==> src/sv/upa_pkg.sv <==
// Shared types and constants of the ultrasonic proximity alarm.
package upa_pkg;

  localparam int unsigned CAPT_W     = 16;
  localparam int unsigned DIST_W     = 8;
  localparam int unsigned SCALE_W    = 16;
  localparam int unsigned PERIOD_W   = 16;
  localparam int unsigned MODE_W     = 2;
  localparam int unsigned CFG_IDX_W  = 2;
  localparam int unsigned CFG_DATA_W = 16;

  localparam logic [DIST_W-1:0]   NEAR_RST   = 8'd10;
  localparam logic [DIST_W-1:0]   FAR_RST    = 8'd20;
  localparam logic [SCALE_W-1:0]  SCALE_RST  = 16'd131;
  localparam logic [PERIOD_W-1:0] PERIOD_RST = 16'd1000;
  localparam logic [DIST_W-1:0]   DIST_MAX   = 8'hFF;

  typedef enum logic [MODE_W-1:0] {
    MODE_OFF    = 2'd0,
    MODE_STEADY = 2'd1,
    MODE_BLINK  = 2'd2
  } mode_e;

  typedef enum logic {
    OP_EDGE = 1'b0,
    OP_TICK = 1'b1
  } op_e;

  typedef enum logic [CFG_IDX_W-1:0] {
    REG_NEAR_LIMIT    = 2'd0,
    REG_FAR_LIMIT     = 2'd1,
    REG_SCALE_Q16     = 2'd2,
    REG_TOGGLE_PERIOD = 2'd3
  } cfg_reg_e;

endpackage

==> src/sv/upa_intf.sv <==
// Handshake interfaces for the event, result and configuration channels.
interface upa_in_if;
  logic                      valid;
  logic                      ready;
  logic                      operation;
  logic                      echo_level;
  logic [upa_pkg::CAPT_W-1:0] capture_time;

  modport source (output valid, operation, echo_level, capture_time, input ready);
  modport sink   (input valid, operation, echo_level, capture_time, output ready);
endinterface

interface upa_out_if;
  logic                       valid;
  logic                       ready;
  logic                       buzzer;
  logic [upa_pkg::DIST_W-1:0] distance;
  logic                       new_measurement;
  logic [upa_pkg::MODE_W-1:0] alarm_mode;

  modport source (output valid, buzzer, distance, new_measurement, alarm_mode, input ready);
  modport sink   (input valid, buzzer, distance, new_measurement, alarm_mode, output ready);
endinterface

interface upa_cfg_if;
  logic                           valid;
  logic                           ready;
  logic [upa_pkg::CFG_IDX_W-1:0]  index;
  logic [upa_pkg::CFG_DATA_W-1:0] data;

  modport source (output valid, index, data, input ready);
  modport sink   (input valid, index, data, output ready);
endinterface

==> src/sv/ultrasonic_proximity_alarm_unit.sv <==
// Ultrasonic proximity alarm: echo ranging and buzzer control, top level.
//
// Channels: in_i carries one event per transaction, either an echo edge
// (operation 0, with echo_level and the captured timer value) or a buzzer
// tick (operation 1). out_o returns exactly one result per event: buzzer
// level, latest distance, a new_measurement flag and the alarm mode.
// cfg_i writes the limit, scale and toggle period registers; it is always
// ready and should be used only while no event is in flight.
// Order: the input register loads when an event is accepted, and the
// result register loads from it when the compute stage advances, which
// waits while the receiver holds off the previous result.
// Throughput: one event per cycle while the receiver takes each result;
// the rate is set by the single compute stage, one subtract, one TIME_BITS
// x 16 multiply and the distance compares between the registers.
// Reset: all measurement state clears, mode goes off, the buzzer drops and
// the registers take their defaults (10, 20, 131, 1000).
// Stall: while the receiver holds off the result, the input register still
// takes one more event; further events wait with ready low until the
// result transaction completes. No result is lost or repeated.
module ultrasonic_proximity_alarm_unit #(
  parameter int unsigned TIME_BITS = 16
) (
  input  logic     clk_i,
  input  logic     rst_ni,
  upa_cfg_if.sink  cfg_i,
  upa_in_if.sink   in_i,
  upa_out_if.source out_o
);

  localparam int unsigned ProdW = TIME_BITS + upa_pkg::SCALE_W;

  // Configuration registers
  logic [upa_pkg::DIST_W-1:0]   near_q;
  logic [upa_pkg::DIST_W-1:0]   far_q;
  logic [upa_pkg::SCALE_W-1:0]  scale_q;
  logic [upa_pkg::PERIOD_W-1:0] period_q;

  // Input register
  logic                       in_vld_q;
  upa_pkg::op_e               op_q;
  logic                       level_q;
  logic [upa_pkg::CAPT_W-1:0] cap_q;

  // Measurement and buzzer state
  logic [TIME_BITS-1:0]         start_q, start_d;
  logic [upa_pkg::DIST_W-1:0]   last_q, last_d;
  upa_pkg::mode_e               mode_q, mode_d;
  logic                         buzz_q, buzz_d;
  logic [upa_pkg::PERIOD_W-1:0] tick_q, tick_d;

  // Result register
  logic                       out_vld_q;
  logic                       out_buzz_q;
  logic [upa_pkg::DIST_W-1:0] out_dist_q;
  logic                       out_new_q;
  upa_pkg::mode_e             out_mode_q;

  // Compute stage signals
  logic                         adv;
  logic                         fresh;
  logic [TIME_BITS-1:0]         cap_t;
  logic [TIME_BITS-1:0]         width;
  logic [ProdW-1:0]             prod;
  logic [TIME_BITS-1:0]         prod_hi;
  logic [upa_pkg::DIST_W-1:0]   dist_sat;
  logic [upa_pkg::PERIOD_W-1:0] period;
  logic [upa_pkg::PERIOD_W-1:0] tick_inc;

  // Handshakes: the compute stage advances when the result register is free
  // or being emptied this cycle.
  assign adv         = in_vld_q && (!out_vld_q || out_o.ready);
  assign in_i.ready  = !in_vld_q || adv;
  assign cfg_i.ready = 1'b1;

  // Configuration writes
  always_ff @(posedge clk_i or negedge rst_ni) begin
    if (!rst_ni) begin
      near_q   <= upa_pkg::NEAR_RST;
      far_q    <= upa_pkg::FAR_RST;
      scale_q  <= upa_pkg::SCALE_RST;
      period_q <= upa_pkg::PERIOD_RST;
    end else if (cfg_i.valid) begin
      unique case (upa_pkg::cfg_reg_e'(cfg_i.index))
        upa_pkg::REG_NEAR_LIMIT:    near_q   <= cfg_i.data[upa_pkg::DIST_W-1:0];
        upa_pkg::REG_FAR_LIMIT:     far_q    <= cfg_i.data[upa_pkg::DIST_W-1:0];
        upa_pkg::REG_SCALE_Q16:     scale_q  <= cfg_i.data[upa_pkg::SCALE_W-1:0];
        upa_pkg::REG_TOGGLE_PERIOD: period_q <= cfg_i.data[upa_pkg::PERIOD_W-1:0];
        default: ;
      endcase
    end
  end

  // Input register: valid bit under reset, payload loads on acceptance
  always_ff @(posedge clk_i or negedge rst_ni) begin
    if (!rst_ni) begin
      in_vld_q <= 1'b0;
    end else if (in_i.valid && in_i.ready) begin
      in_vld_q <= 1'b1;
    end else if (adv) begin
      in_vld_q <= 1'b0;
    end
  end

  always_ff @(posedge clk_i) begin
    if (in_i.valid && in_i.ready) begin
      op_q    <= upa_pkg::op_e'(in_i.operation);
      level_q <= in_i.echo_level;
      cap_q   <= in_i.capture_time;
    end
  end

  // Pulse width modulo 2^TIME_BITS, then scale by the Q0.16 factor
  assign cap_t    = TIME_BITS'(cap_q);
  assign width    = cap_t - start_q;
  assign prod     = ProdW'(width) * ProdW'(scale_q);
  assign prod_hi  = prod[ProdW-1:upa_pkg::SCALE_W];
  // Saturate at the top of the distance range
  assign dist_sat = (prod_hi > TIME_BITS'(upa_pkg::DIST_MAX)) ? upa_pkg::DIST_MAX
                                                              : prod_hi[upa_pkg::DIST_W-1:0];
  // A zero period behaves as one tick
  assign period   = (period_q == '0) ? upa_pkg::PERIOD_W'(1) : period_q;
  assign tick_inc = tick_q + upa_pkg::PERIOD_W'(1);

  always_comb begin
    start_d = start_q;
    last_d  = last_q;
    mode_d  = mode_q;
    buzz_d  = buzz_q;
    tick_d  = tick_q;
    fresh   = 1'b0;
    if (adv) begin
      unique case (op_q)
        upa_pkg::OP_EDGE: begin
          if (level_q) begin
            start_d = cap_t;
          end else begin
            // Classify only on two equal readings in a row
            if (dist_sat == last_q) begin
              priority if (dist_sat <= near_q) begin
                mode_d = upa_pkg::MODE_STEADY;
                buzz_d = 1'b1;
              end else if (dist_sat <= far_q) begin
                // Entering blink restarts the tick count; buzzer keeps its level
                if (mode_q != upa_pkg::MODE_BLINK) begin
                  mode_d = upa_pkg::MODE_BLINK;
                  tick_d = '0;
                end
              end else begin
                mode_d = upa_pkg::MODE_OFF;
                buzz_d = 1'b0;
              end
            end
            last_d = dist_sat;
            fresh  = 1'b1;
          end
        end
        upa_pkg::OP_TICK: begin
          // Ticks count only while blinking
          if (mode_q == upa_pkg::MODE_BLINK) begin
            tick_d = tick_inc;
            if (tick_inc >= period) begin
              tick_d = '0;
              buzz_d = !buzz_q;
            end
          end
        end
        default: ;
      endcase
    end
  end

  always_ff @(posedge clk_i or negedge rst_ni) begin
    if (!rst_ni) begin
      start_q <= '0;
      last_q  <= '0;
      mode_q  <= upa_pkg::MODE_OFF;
      buzz_q  <= 1'b0;
      tick_q  <= '0;
    end else begin
      start_q <= start_d;
      last_q  <= last_d;
      mode_q  <= mode_d;
      buzz_q  <= buzz_d;
      tick_q  <= tick_d;
    end
  end

  // Result register: hold while the receiver stalls
  always_ff @(posedge clk_i or negedge rst_ni) begin
    if (!rst_ni) begin
      out_vld_q <= 1'b0;
    end else if (adv) begin
      out_vld_q <= 1'b1;
    end else if (out_o.ready) begin
      out_vld_q <= 1'b0;
    end
  end

  always_ff @(posedge clk_i) begin
    if (adv) begin
      out_buzz_q <= buzz_d;
      out_dist_q <= last_d;
      out_new_q  <= fresh;
      out_mode_q <= mode_d;
    end
  end

  assign out_o.valid           = out_vld_q;
  assign out_o.buzzer          = out_buzz_q;
  assign out_o.distance        = out_dist_q;
  assign out_o.new_measurement = out_new_q;
  assign out_o.alarm_mode      = out_mode_q;

`ifndef SYNTHESIS
  a_steady_buzz_on: assert property (@(posedge clk_i) disable iff (!rst_ni)
    out_vld_q && (out_mode_q == upa_pkg::MODE_STEADY) |-> out_buzz_q)
    else $error("steady mode with buzzer off");

  a_off_buzz_off: assert property (@(posedge clk_i) disable iff (!rst_ni)
    out_vld_q && (out_mode_q == upa_pkg::MODE_OFF) |-> !out_buzz_q)
    else $error("off mode with buzzer on");

  a_fall_flags_new: assert property (@(posedge clk_i) disable iff (!rst_ni)
    adv && (op_q == upa_pkg::OP_EDGE) && !level_q |=> out_vld_q && out_new_q)
    else $error("falling edge did not flag a new measurement");

  a_hold_when_full: assert property (@(posedge clk_i) disable iff (!rst_ni)
    in_vld_q && out_vld_q && !out_o.ready |-> !in_i.ready)
    else $error("input accepted while both stages are full");

  a_item_kept: assert property (@(posedge clk_i) disable iff (!rst_ni)
    in_vld_q && !adv |=> in_vld_q)
    else $error("pending event dropped");
`endif

endmodule
==> src/flat_wrapper.sv <==
// flat-port wrapper written by rule: the top's interface ports become plain ports
module ultrasonic_proximity_alarm_unit_flat 
#(
  parameter int unsigned TIME_BITS = 16
)
  (clk_i, rst_ni, cfg_i_valid, cfg_i_index, cfg_i_data, cfg_i_ready, in_i_valid, in_i_operation, in_i_echo_level, in_i_capture_time, in_i_ready, out_o_valid, out_o_buzzer, out_o_distance, out_o_new_measurement, out_o_alarm_mode, out_o_ready);
  upa_cfg_if cfg_i_i ();
  upa_in_if in_i_i ();
  upa_out_if out_o_i ();
  input  logic clk_i;
  input  logic rst_ni;
  input wire logic [$bits(cfg_i_i.valid)-1:0] cfg_i_valid;
  input wire logic [$bits(cfg_i_i.index)-1:0] cfg_i_index;
  input wire logic [$bits(cfg_i_i.data)-1:0] cfg_i_data;
  output wire logic [$bits(cfg_i_i.ready)-1:0] cfg_i_ready;
  input wire logic [$bits(in_i_i.valid)-1:0] in_i_valid;
  input wire logic [$bits(in_i_i.operation)-1:0] in_i_operation;
  input wire logic [$bits(in_i_i.echo_level)-1:0] in_i_echo_level;
  input wire logic [$bits(in_i_i.capture_time)-1:0] in_i_capture_time;
  output wire logic [$bits(in_i_i.ready)-1:0] in_i_ready;
  output wire logic [$bits(out_o_i.valid)-1:0] out_o_valid;
  output wire logic [$bits(out_o_i.buzzer)-1:0] out_o_buzzer;
  output wire logic [$bits(out_o_i.distance)-1:0] out_o_distance;
  output wire logic [$bits(out_o_i.new_measurement)-1:0] out_o_new_measurement;
  output wire logic [$bits(out_o_i.alarm_mode)-1:0] out_o_alarm_mode;
  input wire logic [$bits(out_o_i.ready)-1:0] out_o_ready;
  assign cfg_i_i.valid = cfg_i_valid;
  assign cfg_i_i.index = cfg_i_index;
  assign cfg_i_i.data = cfg_i_data;
  assign cfg_i_ready = cfg_i_i.ready;
  assign in_i_i.valid = in_i_valid;
  assign in_i_i.operation = in_i_operation;
  assign in_i_i.echo_level = in_i_echo_level;
  assign in_i_i.capture_time = in_i_capture_time;
  assign in_i_ready = in_i_i.ready;
  assign out_o_valid = out_o_i.valid;
  assign out_o_buzzer = out_o_i.buzzer;
  assign out_o_distance = out_o_i.distance;
  assign out_o_new_measurement = out_o_i.new_measurement;
  assign out_o_alarm_mode = out_o_i.alarm_mode;
  assign out_o_i.ready = out_o_ready;
  ultrasonic_proximity_alarm_unit #(.TIME_BITS(TIME_BITS)) u_core (.clk_i(clk_i), .rst_ni(rst_ni), .cfg_i(cfg_i_i), .in_i(in_i_i), .out_o(out_o_i));
endmodule
==> config.mk <==
export PLATFORM = sky130hd
export DESIGN_NAME = ultrasonic_proximity_alarm_unit_flat
export DESIGN_NICKNAME = d
export VERILOG_FILES = /design/src/sv/upa_pkg.sv /design/src/sv/upa_intf.sv /design/src/sv/ultrasonic_proximity_alarm_unit.sv /design/src/flat_wrapper.sv
export SDC_FILE = /design/constraint.sdc
export NUM_CORES = 1
export LEC_CHECK = 0
export CAP_MARGIN = 20
export CORE_MARGIN = 10
export CORE_UTILIZATION = 60
export DETAILED_ROUTE_END_ITERATION = 10
export DONT_BUFFER_PORTS = 1
export PLACE_DENSITY = 0.87
export SKIP_CTS_REPAIR_TIMING = 1
export SLEW_MARGIN = 20
export SYNTH_ARGS = -nofsm -noshare
export SYNTH_HDL_FRONTEND = slang
export SYNTH_SLANG_ARGS = --single-unit
==> constraint.sdc <==
create_clock -name clk_i -period 10.7 [get_ports clk_i]
set_input_delay 0.535 -clock clk_i [delete_from_list [all_inputs] [get_ports clk_i]]
set_output_delay 0.535 -clock clk_i [all_outputs]
set_load 0.02 [all_outputs]
# After elaboration in Yosys (flattened, before gate mapping)
# Index checks and enable logic that the tools add are counted.
[classes]
n_mux = 33
n_lt_le_gt_ge = 4
n_eq_ne = 12
n_reduce_logical = 17
n_mul = 1
add_sub_neg = 2
n_bitwise = 1
[op_table]
columns = ["operator", "count"]
rows = [
  ["16-bit two-way mux", 8],
  ["16-bit by 16-bit multiplier with 32-bit output", 1],
  ["8-bit two-way mux", 4],
  ["16-bit case mux with 2 select lines", 1],
  ["16-bit by 1-bit adder with 16-bit output, second input constant", 1],
  ["16-bit greater-or-equal comparator", 1],
  ["16-bit by 8-bit greater-than comparator with 1-bit output, second input constant", 1],
  ["8-bit <= comparator", 2],
  ["16-bit logical NOT", 1],
  ["16-bit subtractor", 1],
  ["2-bit two-way mux", 7],
  ["1-bit two-way mux", 12],
  ["8-bit equality test", 1],
  ["2-bit != test, second input constant", 4],
  ["2-bit AND reduction", 4],
  ["7-bit AND reduction", 1],
  ["2-bit equality test, second input constant", 3],
  ["2-bit by 1-bit != test with 1-bit output, second input constant", 3],
  ["2-bit nonzero test", 2],
  ["1-bit logical NOT", 3],
  ["3-bit AND reduction", 1],
  ["2-bit by 1-bit equality test with 1-bit output, second input constant", 1],
  ["1-bit logical AND", 2],
  ["2-bit logical NOT", 1],
  ["3 further kinds", 4],
]
[totals]
word_cells = 88
output_inout_bits = 15
register_bits = 123
in_bits = 41

# Longest topological paths before layout
# Gate-level depths: netlist of run 1.
[depth]
word_depth = 11
mapped_depth = 49
depth_no_buf = 46

# Worst setup path after synthesis of run 1
# Ideal clock, no wire load.
[synth_timing]
path_kind = "reg-to-reg"
from = "register u_core.start_q[0]"
to = "register u_core.tick_q[5] in the netlist's numbering"
arrival_time_ns = 10.116
required_ns = 10.578
stages_incl_launch_ff = 46
setup_ns = 0.122
synth_period_minus_slack_ns = 10.238
slack_ns = 0.462
cell_sequence = "dfrtp_1 ha_1 fa_1 nor2b_1 o21ai_0 a21boi_0 o21ai_0 a21boi_0 o21ai_0 a21boi_0 o21ai_0 nor2b_1 xnor2_1 clkbuf_1 nand2_1 fa_1 fa_1 inv_1 [10 not listed] a21o_2 a21oi_4 o21ai_0 xor2_1 nor4_1 o21a_1 clkbuf_1 nand2_1 ha_1 a21o_1 a21o_1 a21oi_1 o21ai_0 o21a_1 nor2_1 a31oi_4 buf_6 a32o_1"
[synth_between]
elab_chain_len = 7
word_cells_on_any_way = 11
[synth_lines]
columns = ["element", "line_no", "rtl"]
rows = [
  ["start: declaration", "ultrasonic_proximity_alarm_unit.sv:45", "logic [TIME_BITS-1:0] start_q, start_d;"],
  ["start signal: assignment", "ultrasonic_proximity_alarm_unit.sv:180", "start_q <= start_d;"],
  ["16-bit subtractor (*)", "ultrasonic_proximity_alarm_unit.sv:114", "assign width = cap_t - start_q;"],
  ["16-bit by 16-bit multiplier with 32-bit output (*)", "ultrasonic_proximity_alarm_unit.sv:115", "assign prod = ProdW'(width) * ProdW'(scale_q);"],
  ["16-bit by 8-bit greater-than comparator with 1-bit output", "ultrasonic_proximity_alarm_unit.sv:118", "assign dist_sat = (prod_hi > TIME_BITS'(upa_pkg::DIST_MAX)) ? upa_pkg::DIST_MAX"],
  ["8-bit two-way mux (*)", "ultrasonic_proximity_alarm_unit.sv:118", ""],
  ["8-bit <= comparator, or another cell as far along", "ultrasonic_proximity_alarm_unit.sv:139", "priority if (dist_sat <= near_q) begin"],
  ["2-bit != test (no line) or 2-bit by 1-bit != test with 1-bit output (tied branches)", "-", ""],
  ["7-bit AND reduction (no line) (*)", "-", ""],
  ["end signal: assignment", "ultrasonic_proximity_alarm_unit.sv:184", "tick_q <= tick_d;"],
  ["end: declaration", "ultrasonic_proximity_alarm_unit.sv:49", "logic [upa_pkg::PERIOD_W-1:0] tick_q, tick_d;"],
]
# Mark *: on every way between the ends. The rest lies on a longest branch, timed or not.
# A chain may end at the register's enable or synchronous reset.

# Final worst setup path of run 1
[layout_timing]
from = "register u_core.start_q[1]"
to = "register u_core.tick_q[5] in the netlist's numbering"
# Same word-level chain as after synthesis.

==> reports/results.tsv, run 1 <==
stage	metric	value	unit
status	status	finished with violations	
status	violated checks	hold timing	
global_route	initial antenna violation count	0	
clocking	later-pin clock latency in the skew report	0.45	ns
clocking	clock-pin slew on the worst setup and hold paths	0.07	ns
logic_synthesis	Cell variety after synth	72	
route	WL per Instance	19.2	microns
logic_synthesis	number of flops mapped to enable cells by yosys	30	
worst_setup_path	required time worst endpoint	11.03	ns
finish	fillers	1897	
logic_synthesis	Synthesized Nets	2069	
route	drt via density	6.04	
worst_setup_path	crit path max fanout	9	
route	final WL	38.5	mm
min_path	Hold Crit Class	in -> async	
clocking	maximum clock insertion buffer count	2	
route	Starting DRT DRC Count	1038	
worst_setup_path	WP buf/inv	5	
logic_synthesis	Syn Inst Count	1685	
logic_synthesis	post-synthesis cell area	0.0157	sq mm
clocking	Root Driver	clkbuf_16	
route	ANT nets after route	0	
logic_synthesis	register bit total from synthesis	123	
clocking	CTS tree	yes	
finish	ant diodes	0	
sta	final count of negative-setup-slack endpoints	0	
logic_synthesis	ys flop type	dfrtp_1	
sta	worst clock skew	0.0138	ns
floorplanning	number of core rows	59	
sta	crit path time final	10.19	ns
worst_setup_path	Crit path top cell by count	fa_1	
route	vias	12089	
sta	max_slew headroom	41.5	%
floorplanning	I/O pin cnt	56	
logic_synthesis	mean area per synthesized cell	9.34	sq um
floorplanning	die area	0.0331	sq mm
logic_synthesis	register area share after synthesis	20.6	%
placed_design	port bufs	0	
global_route	largest net degree at the start of global routing	94	
logic_synthesis	fraction of registers with async set/reset	75.6	%
logic_synthesis	Synth area leader	fa_1	
logic_synthesis	top cell type's share of synthesized area	24.7	%
sta	Fin. Hold Viols	13	
finish	synth-to-layout area growth	7.11	%
floorplanning	die height	182	microns
worst_setup_path	CP top delay family	adder cells	
global_route	Congestion Overflow GR	0	
global_route	vias in the first global route	12889	
sta	Final period util	95.2	%
sta	Fin Hold WS	-0.0282	ns
clocking	CTS Buf Count	17	
sta	max-slew violations	0	
floorplanning	core region area	0.0259	sq mm
placed_design	Detail Placement HPWL	28.3	mm
route	1st-pass router iterations	6	
sta	highest clock rate	0.0981	GHz
worst_setup_path	crit path kind	reg -> reg	
sta	Final TNS setup	0	ns
worst_setup_path	Slowest cell on crit path	fa_1	
clocking	CTS H-tree lvls	4	
floorplanning	Die Wd	182	microns
worst_setup_path	CP startpoint kind	register	
sta	Slew @ Worst Pin	0.875	ns
global_route	global-route total usage across every layer	23.5	%
finish	Final #Nets	2036	
route	DRC Markers	0	
finish	share of layout cells above drive strength 1	11.1	%
logic_synthesis	top post-synthesis cells by area	fa_1 (25%), dfrtp_1 (13%), ha_1 (12%)	
worst_setup_path	WP data arrival	10.52	ns
worst_setup_path	CP max stage delay	0.55	ns
placed_design	GPL Wtd Cong	0.915	
flow_run	Max Cap Violations	0	
worst_setup_path	endpoint type of the worst setup path	register	
global_route	first-pass GRT wire length	63.6	mm
logic_synthesis	warnings from Yosys	0	
clocking	clk sinks	123	
floorplanning	Initial Util	60.7	%
kinds of logic (layout without fill, tap and decap cells):
group	Yosys count	in the layout	synth area share (%)
fa+ha+maj	343	343	36.5
xor+xnor	43	43	2.74
compound gates	178	179	8.29
flops	123	123	20.6
other cells	1	1	0.0238
buf+inv	393	372	9.45
mux	60	60	4.29
simple gates	544	544	18.1
worst reg2reg max path, delay by kind of cell (launching register included):
| family | cells | cell delay (ns) |
|---|---|---|
| and+or+nand+nor | 11 | 1.61 |
| AOI/OAI and AO/OA | 18 | 3.58 |
| DFF | 1 | 0.40 |
| buffers and inverters | 5 | 0.38 |
| xor gates and xnor gates | 1 | 0.19 |
| adders and majority gates | 9 | 3.90 |
synthesized netlist by cell type, types with 5 or more instances:
library cell,n
a21oi_1,31
xnor2_1,22
clkbuf_1,87
o21ai_0,30
nor2b_1,30
xor2_1,17
mux2_2,55
nor2_1,62
nor4b_1,25
nand4_1,17
inv_1,304
dfstp_2,13
nand2_1,192
o21a_1,5
nor3_1,11
fa_1,194
a21o_1,19
nand3_1,57
and4_1,11
o21ai_1,5
and3_1,9
dfrtp_1,80
a311oi_1,9
o211ai_1,13
a31oi_1,10
a211oi_1,12
and2_1,83
edfxtp_1,30
or3_1,5
a21bo_1,10
nand2b_1,16
ha_1,149
or4b_2,8
state kept, by name, summed over array words and instances, names as in the netlist:
name,cells
u_core.buzz_q,1
u_core.level_q,1
u_core.out_o.valid,1
u_core.out_o.buzzer,1
u_core.out_o.distance,8
u_core.near_q,8
u_core.last_q,8
u_core.start_q,16
u_core.cap_q,16
u_core.out_o.alarm_mode,2
u_core.op_q,1
u_core.out_o.new_measurement,1
u_core.far_q,8
u_core.period_q,16
u_core.tick_q,16
u_core.in_vld_q,1
u_core.scale_q,16
u_core.mode_q,2
layer usage:
metal | wire length [microns] | track usage, %
met5 | 0 | 0
met4 | 2050 | 13.1
met3 | 2730 | 4.16
met2 | 19600 | 40.9
met1 | 14000 | 26.6
final timing paths:
| kind | startpoint | endpoint | slack (ns) | depth (start not counted) |
|---|---|---|---|---|
| worst max-delay path | u_core.start_q[1] | u_core.tick_q[5] | 0.51 | 44 |
| worst min-delay path | rst_ni | u_core.last_q[7] | -0.03 | 1 |
| worst max register to register | u_core.start_q[1] | u_core.tick_q[5] | 0.51 | 44 |
| worst min register to register | u_core.start_q[13] | u_core.start_q[13] | 0.51 | 1 |
| max in group asynchronous | rst_ni | u_core.scale_q[1] | 10.29 | 1 |
| min in group clk_i | in_i_capture_time[0] | u_core.cap_q[0] | 0.19 | 0 |
layout make-up:
cell class	count	area, sq um	share of cell area (%)
Timing Repair Buffer	36	322	1.91
Multi-Input combinational cell	1170	11100	66.1
Clock buffer	17	425	2.52
Tap cell	335	419	2.49
Clock inverter	15	156	0.928
Sequential cell	123	3240	19.3
Inverter	304	1140	6.77
through the flow:
step / setup slack (ns) / hold slack, ns / util (%) / area, sq um / std cells
floorplan: 0.462 / 0.239 / - / 15700 / 1685
global placement: 0.358 / 0.243 / 61.9 / 16000 / 1956
detailed placement: 0.00924 / 0.243 / 61.9 / 16000 / 1956
CTS: -0.164 / -0.232 / 64.1 / 16600 / 1988
global route: -0.0363 / 0.0213 / 65.0 / 16900 / 2000
finish: 0.511 / -0.0282 / 65.0 / 16900 / 2000
layout by cell type (no fill, tap or decap), types with 8 or more instances in the layout:
| cell type | Yosys | final |
|---|---|---|
| inv_1 | 304 | 304 |
| fa_1 | 194 | 193 |
| nand2_1 | 192 | 192 |
| ha_1 | 149 | 147 |
| and2_1 | 83 | 83 |
| dfrtp_1 | 80 | 80 |
| nor2_1 | 62 | 59 |
| nand3_1 | 57 | 56 |
| mux2_2 | 55 | 55 |
| edfxtp_1 | 30 | 30 |
| nor2b_1 | 30 | 29 |
| buf_4 | 1 | 29 |
| a21oi_1 | 31 | 28 |
| nor4b_1 | 25 | 25 |
| o21ai_0 | 30 | 24 |
| xnor2_1 | 22 | 21 |
| a21o_1 | 19 | 19 |
| nand4_1 | 17 | 17 |
| clkbuf_16 | 0 | 17 |
| xor2_1 | 17 | 16 |
| nand2b_1 | 16 | 16 |
| o211ai_1 | 13 | 13 |
| dfstp_2 | 13 | 13 |
| a211oi_1 | 12 | 12 |
| nor3_1 | 11 | 11 |
| and4_1 | 11 | 11 |
| a21bo_1 | 10 | 10 |
| and3_1 | 9 | 9 |
| a31oi_1 | 10 | 9 |
| o21ai_1 | 5 | 8 |
| a311oi_1 | 9 | 8 |
| or4b_2 | 8 | 8 |
Power of run 1 is left out: the tool's default activity adds up to more than one toggle a clock period on the data nets, which glitch-free logic cannot reach.
==> run 2, diff against run 1 <==
--- a/config.mk
+++ b/config.mk
@@ -10,7 +10,7 @@
 export CORE_UTILIZATION = 60
 export DETAILED_ROUTE_END_ITERATION = 10
 export DONT_BUFFER_PORTS = 1
-export PLACE_DENSITY = 0.87
+export PLACE_DENSITY = 0.79
 export SKIP_CTS_REPAIR_TIMING = 1
 export SLEW_MARGIN = 20
 export SYNTH_ARGS = -nofsm -noshare
==> reports/results.tsv, run 2 (same netlist as run 1, synthesis figures left out) <==
stage	metric	value	unit
status	status	completed	
sta	highest clock rate	0.0973	GHz
worst_setup_path	Reg-to-Reg Start	u_core.start_q[0]	
worst_setup_path	Slowest cell on crit path	fa_1	
floorplanning	core region area	0.0259	sq mm
route	WL per Instance	18.7	microns
placed_design	Detail Placement HPWL	28.3	mm
clocking	later-pin clock latency in the skew report	0.42	ns
sta	final count of negative-setup-slack endpoints	0	
worst_setup_path	crit path max fanout	8	
floorplanning	Initial Util	60.7	%
worst_setup_path	CP startpoint	u_core.start_q[0]	
sta	max_slew headroom	34.0	%
global_route	global-route total usage across every layer	22.7	%
floorplanning	I/O pin cnt	56	
worst_setup_path	R2R depth	45	
placed_design	GPL Wtd Cong	0.927	
finish	share of layout cells above drive strength 1	10.6	%
floorplanning	number of core rows	59	
worst_setup_path	crit path kind	reg -> reg	
clocking	CTS Buf Count	17	
worst_setup_path	CP startpoint kind	register	
floorplanning	die area	0.0331	sq mm
route	Starting DRT DRC Count	910	
sta	max-slew violations	0	
route	ANT nets after route	0	
global_route	initial antenna violation count	0	
global_route	Congestion Overflow GR	0	
flow_run	Max Cap Violations	0	
placed_design	dpl ws	-0.00131	ns
finish	most common cell after layout, fill and taps aside	inv_1	
worst_setup_path	WP data arrival	10.58	ns
sta	Final period util	96.0	%
sta	worst clock skew	0.00865	ns
clocking	Root Driver	clkbuf_16	
route	DRC Markers	0	
worst_setup_path	endpoint type of the worst setup path	register	
finish	most frequent cells in the layout	inv_1 (304), fa_1 (193), nand2_1 (192)	
min_path	Hold Crit Class	in -> async	
finish	Final #Nets	2036	
worst_setup_path	capturing point of the worst reg2reg path	u_core.tick_q[10]	
global_route	vias in the first global route	12570	
route	1st-pass router iterations	7	
global_route	largest net degree at the start of global routing	94	
route	vias	11828	
clocking	clock-pin slew on the worst setup and hold paths	0.06	ns
clocking	CTS tree	yes	
sta	final worst-path setup slack	0.425	ns
finish	ant diodes	0	
sta	crit path time final	10.27	ns
worst_setup_path	required time worst endpoint	11.01	ns
floorplanning	die height	182	microns
sta	Fin. Hold Viols	0	
floorplanning	Die Wd	182	microns
global_route	first-pass GRT wire length	61.9	mm
worst_setup_path	Crit path top cell by count	fa_1	
clocking	maximum clock insertion buffer count	2	
clocking	CTS H-tree lvls	4	
sta	Fin Hold WS	0.0281	ns
worst_setup_path	Reg2Reg Setup Slack	0.43	ns
sta	Slew @ Worst Pin	0.986	ns
worst_setup_path	CP max stage delay	0.56	ns
finish	synth-to-layout area growth	6.82	%
route	drt via density	5.91	
route	final WL	37.3	mm
placed_design	port bufs	0	
clocking	clk sinks	123	
[run 2: cell types whose count changed in the layout (fill, tap and decap cells not counted), sizes merged]
| cell | change |
|---|---|
| buf | -1 |
| o21a | +1 |
| clkbuf | +2 |
| clkinv | -2 |
[run 2: metrics by stage]
step                utilization, %   TNS, ns  std cells  area [sq um]
finish                        64.9         0       2000         16800
global route                  64.9     -1.48       2000         16800
CTS                           64.1    -0.690       1988         16600
detailed placement            61.9  -0.00131       1956         16000
global placement              61.9         0       1956         16000
floorplan                        -         0       1685         15700
[run 2: worst max-delay path by stage]
stage	end	slack [ns]
after global routing	u_core.tick_q[5]	-0.11
after CTS	u_core.tick_q[5]	-0.07
after detailed placement	u_core.tick_q[5]	-0.001
after global placement	u_core.tick_q[5]	0.27
final	u_core.tick_q[10]	0.43
after floorplan	u_core.tick_q[5]	0.46
[run 2: final cells by class]
type,instances,area [sq um]
multi-input cells,1171,11100
flip-flops and latches,123,3240
repair buffers,35,290
well taps,335,419
clock inverters,13,129
clock buffers,19,443
fillers,1980,9100
inverters,304,1140
[run 2: worst max-delay path, delay by kind of cell, from the launching register on]
kind	cells	cell delay [ns]
XOR/XNOR	1	0.14
multiplexers	1	0.14
flip-flops	1	0.38
AO/OA/AOI/OAI	19	3.36
AND/OR/NAND/NOR	9	1.47
adder cells (fa/ha/maj)	10	4.15
buffers and inverters	5	0.48
[run 2: routing by layer]
metal	up-vias	part of all wire, %	track usage, %
li1	5377	-	-
met1	5922	40	27.1
met2	420	50	39.5
met3	109	6.2	4.12
met4	0	3.7	8.98
met5	-	0	0
Power of run 2 is left out for the same reason.
==> run 3, diff against run 2 <==
--- a/config.mk
+++ b/config.mk
@@ -11,6 +11,7 @@
 export DETAILED_ROUTE_END_ITERATION = 10
 export DONT_BUFFER_PORTS = 1
 export PLACE_DENSITY = 0.79
+export REMOVE_ABC_BUFFERS = 1
 export SKIP_CTS_REPAIR_TIMING = 1
 export SLEW_MARGIN = 20
 export SYNTH_ARGS = -nofsm -noshare
==> reports/results.tsv, run 3 (same netlist as run 1, synthesis figures left out) <==
stage	metric	value	unit
worst_setup_path	Slowest cell on crit path	fa_1	
flow_run	Max Cap Violations	0	
sta	final count of negative-setup-slack endpoints	0	
worst_setup_path	Crit path top cell by count	fa_1	
clocking	later-pin clock latency in the skew report	0.44	ns
finish	fillers	2025	
finish	synth-to-layout area growth	6.98	%
worst_setup_path	Reg-to-Reg Start	u_core.cap_q[0]	
finish	Final #Nets	2030	
worst_setup_path	Reg2Reg Setup Slack	0.53	ns
clocking	clk sinks	123	
worst_setup_path	CP startpoint kind	register	
floorplanning	die height	182	microns
route	vias	11802	
finish	ant diodes	0	
clocking	CTS H-tree lvls	4	
placed_design	placed cell areas	0.0160	sq mm
worst_setup_path	capturing point of the worst reg2reg path	u_core.tick_q[5]	
sta	Slew @ Worst Pin	1.07	ns
status	status	finished with violations	
sta	max-slew violations	0	
clocking	CTS Buf Count	17	
worst_setup_path	CP top delay family	adder cells	
clocking	CTS tree	yes	
global_route	Congestion Overflow GR	0	
global_route	initial antenna violation count	0	
finish	share of layout cells above drive strength 1	10.7	%
global_route	vias in the first global route	12212	
floorplanning	core region area	0.0259	sq mm
status	violated checks	hold timing	
sta	crit path time final	10.17	ns
sta	Final period util	95.0	%
sta	Fin. Hold Viols	6	
route	1st-pass router iterations	5	
clocking	clock-pin slew on the worst setup and hold paths	0.07	ns
sta	max_slew headroom	28.6	%
floorplanning	Initial Util	60.7	%
sta	highest clock rate	0.0984	GHz
sta	worst clock skew	0.0137	ns
worst_setup_path	endpoint type of the worst setup path	register	
placed_design	GPL Wtd Cong	0.896	
min_path	Hold Crit Class	in -> async	
sta	Fin Hold WS	-0.0103	ns
finish	most frequent cells in the layout	inv_1 (304), fa_1 (193), nand2_1 (192)	
route	final WL	36.8	mm
route	drt via density	5.92	
finish	register area	0.00324	sq mm
finish	cell area after layout	0.0168	sq mm
global_route	global-route total usage across every layer	22.6	%
placed_design	port bufs	0	
worst_setup_path	crit path max fanout	11	
worst_setup_path	WP buf/inv	5	
finish	final core utilization	65.0	%
finish	Multi-input gate area	0.0112	sq mm
clocking	Root Driver	clkbuf_16	
route	DRC Markers	0	
sta	Final TNS setup	0	ns
worst_setup_path	R2R depth	44	
floorplanning	number of core rows	59	
worst_setup_path	required time worst endpoint	11.02	ns
floorplanning	Die Wd	182	microns
global_route	largest net degree at the start of global routing	94	
floorplanning	I/O pin cnt	56	
placed_design	Detail Placement HPWL	27.2	mm
finish	most common cell after layout, fill and taps aside	inv_1	
worst_setup_path	CP max stage delay	0.54	ns
route	ANT nets after route	0	
worst_setup_path	crit path kind	reg -> reg	
route	Starting DRT DRC Count	728	
route	WL per Instance	18.5	microns
global_route	first-pass GRT wire length	61.1	mm
worst_setup_path	WP data arrival	10.49	ns
floorplanning	die area	0.0331	sq mm
clocking	maximum clock insertion buffer count	2	
==> run 3: cell count changes in the layout (fill, tap and decap cells not counted), moves of 2 or more <==
cell | previous run | this run
buf_4 | 32 | 25
o21ai_2 | 2 | 0
ha_1 | 148 | 146
o21ai_1 | 8 | 10
ha_2 | 1 | 3
inv_6 | 7 | 5
inv_8 | 0 | 5
==> run 3: how the worst max path moves through the flow <==
stage                                  from          endpoint  cells past startpoint  slack, ns
after global routing        u_core.cap_q[0]  u_core.tick_q[5]                     45      -0.01
after CTS                 u_core.start_q[0]  u_core.tick_q[5]                     42      -0.05
after floorplan           u_core.start_q[1]  u_core.tick_q[5]                     42      -0.14
after global placement    u_core.start_q[0]  u_core.tick_q[5]                     43       0.18
final                       u_core.cap_q[0]  u_core.tick_q[5]                     44       0.53
after detailed placement  u_core.start_q[0]  u_core.tick_q[5]                     42       0.03
==> run 3: worst register-to-register path, delay by kind of cell, from the launching register on <==
kind                       cells  cell delay [ns]
AOI/OAI and AO/OA             21             3.90
xor gates and xnor gates       2             0.33
adders and majority gates     10             4.14
buffers and inverters          5             0.44
DFF                            1             0.36
and+or+nand+nor                6             0.89
==> run 3: cell type report <==
| type | count | share of cell area [%] |
|---|---|---|
| clock inverters | 15 | 1.01 |
| well taps | 335 | 2.49 |
| clock buffers | 17 | 2.53 |
| flip-flops and latches | 123 | 19.3 |
| repair buffers | 30 | 1.57 |
| multi-input cells | 1170 | 66.3 |
| inverters | 304 | 6.78 |
==> run 3: stage by stage <==
stage / std cells / setup WS [ns]
2_1_floorplan: 1596 / -0.135
3_3_place_gp: 1953 / 0.180
3_5_place_dp: 1953 / 0.0285
4_1_cts: 1985 / -0.0547
5_1_grt: 1994 / -0.0110
6_report: 1994 / 0.534
==> run 3: metal layers <==
metal  routed length (microns)  GRT usage [%]  share of wire (%)  up-vias
li1                          -              -                  -     5377
met1                     15100           27.8                 41     5942
met2                     18700           39.5                 51      383
met3                      1960           2.92                5.3      100
met4                      1140           8.40                3.1        0
met5                         0              0                  0        -
Power of run 3 is left out for the same reason.
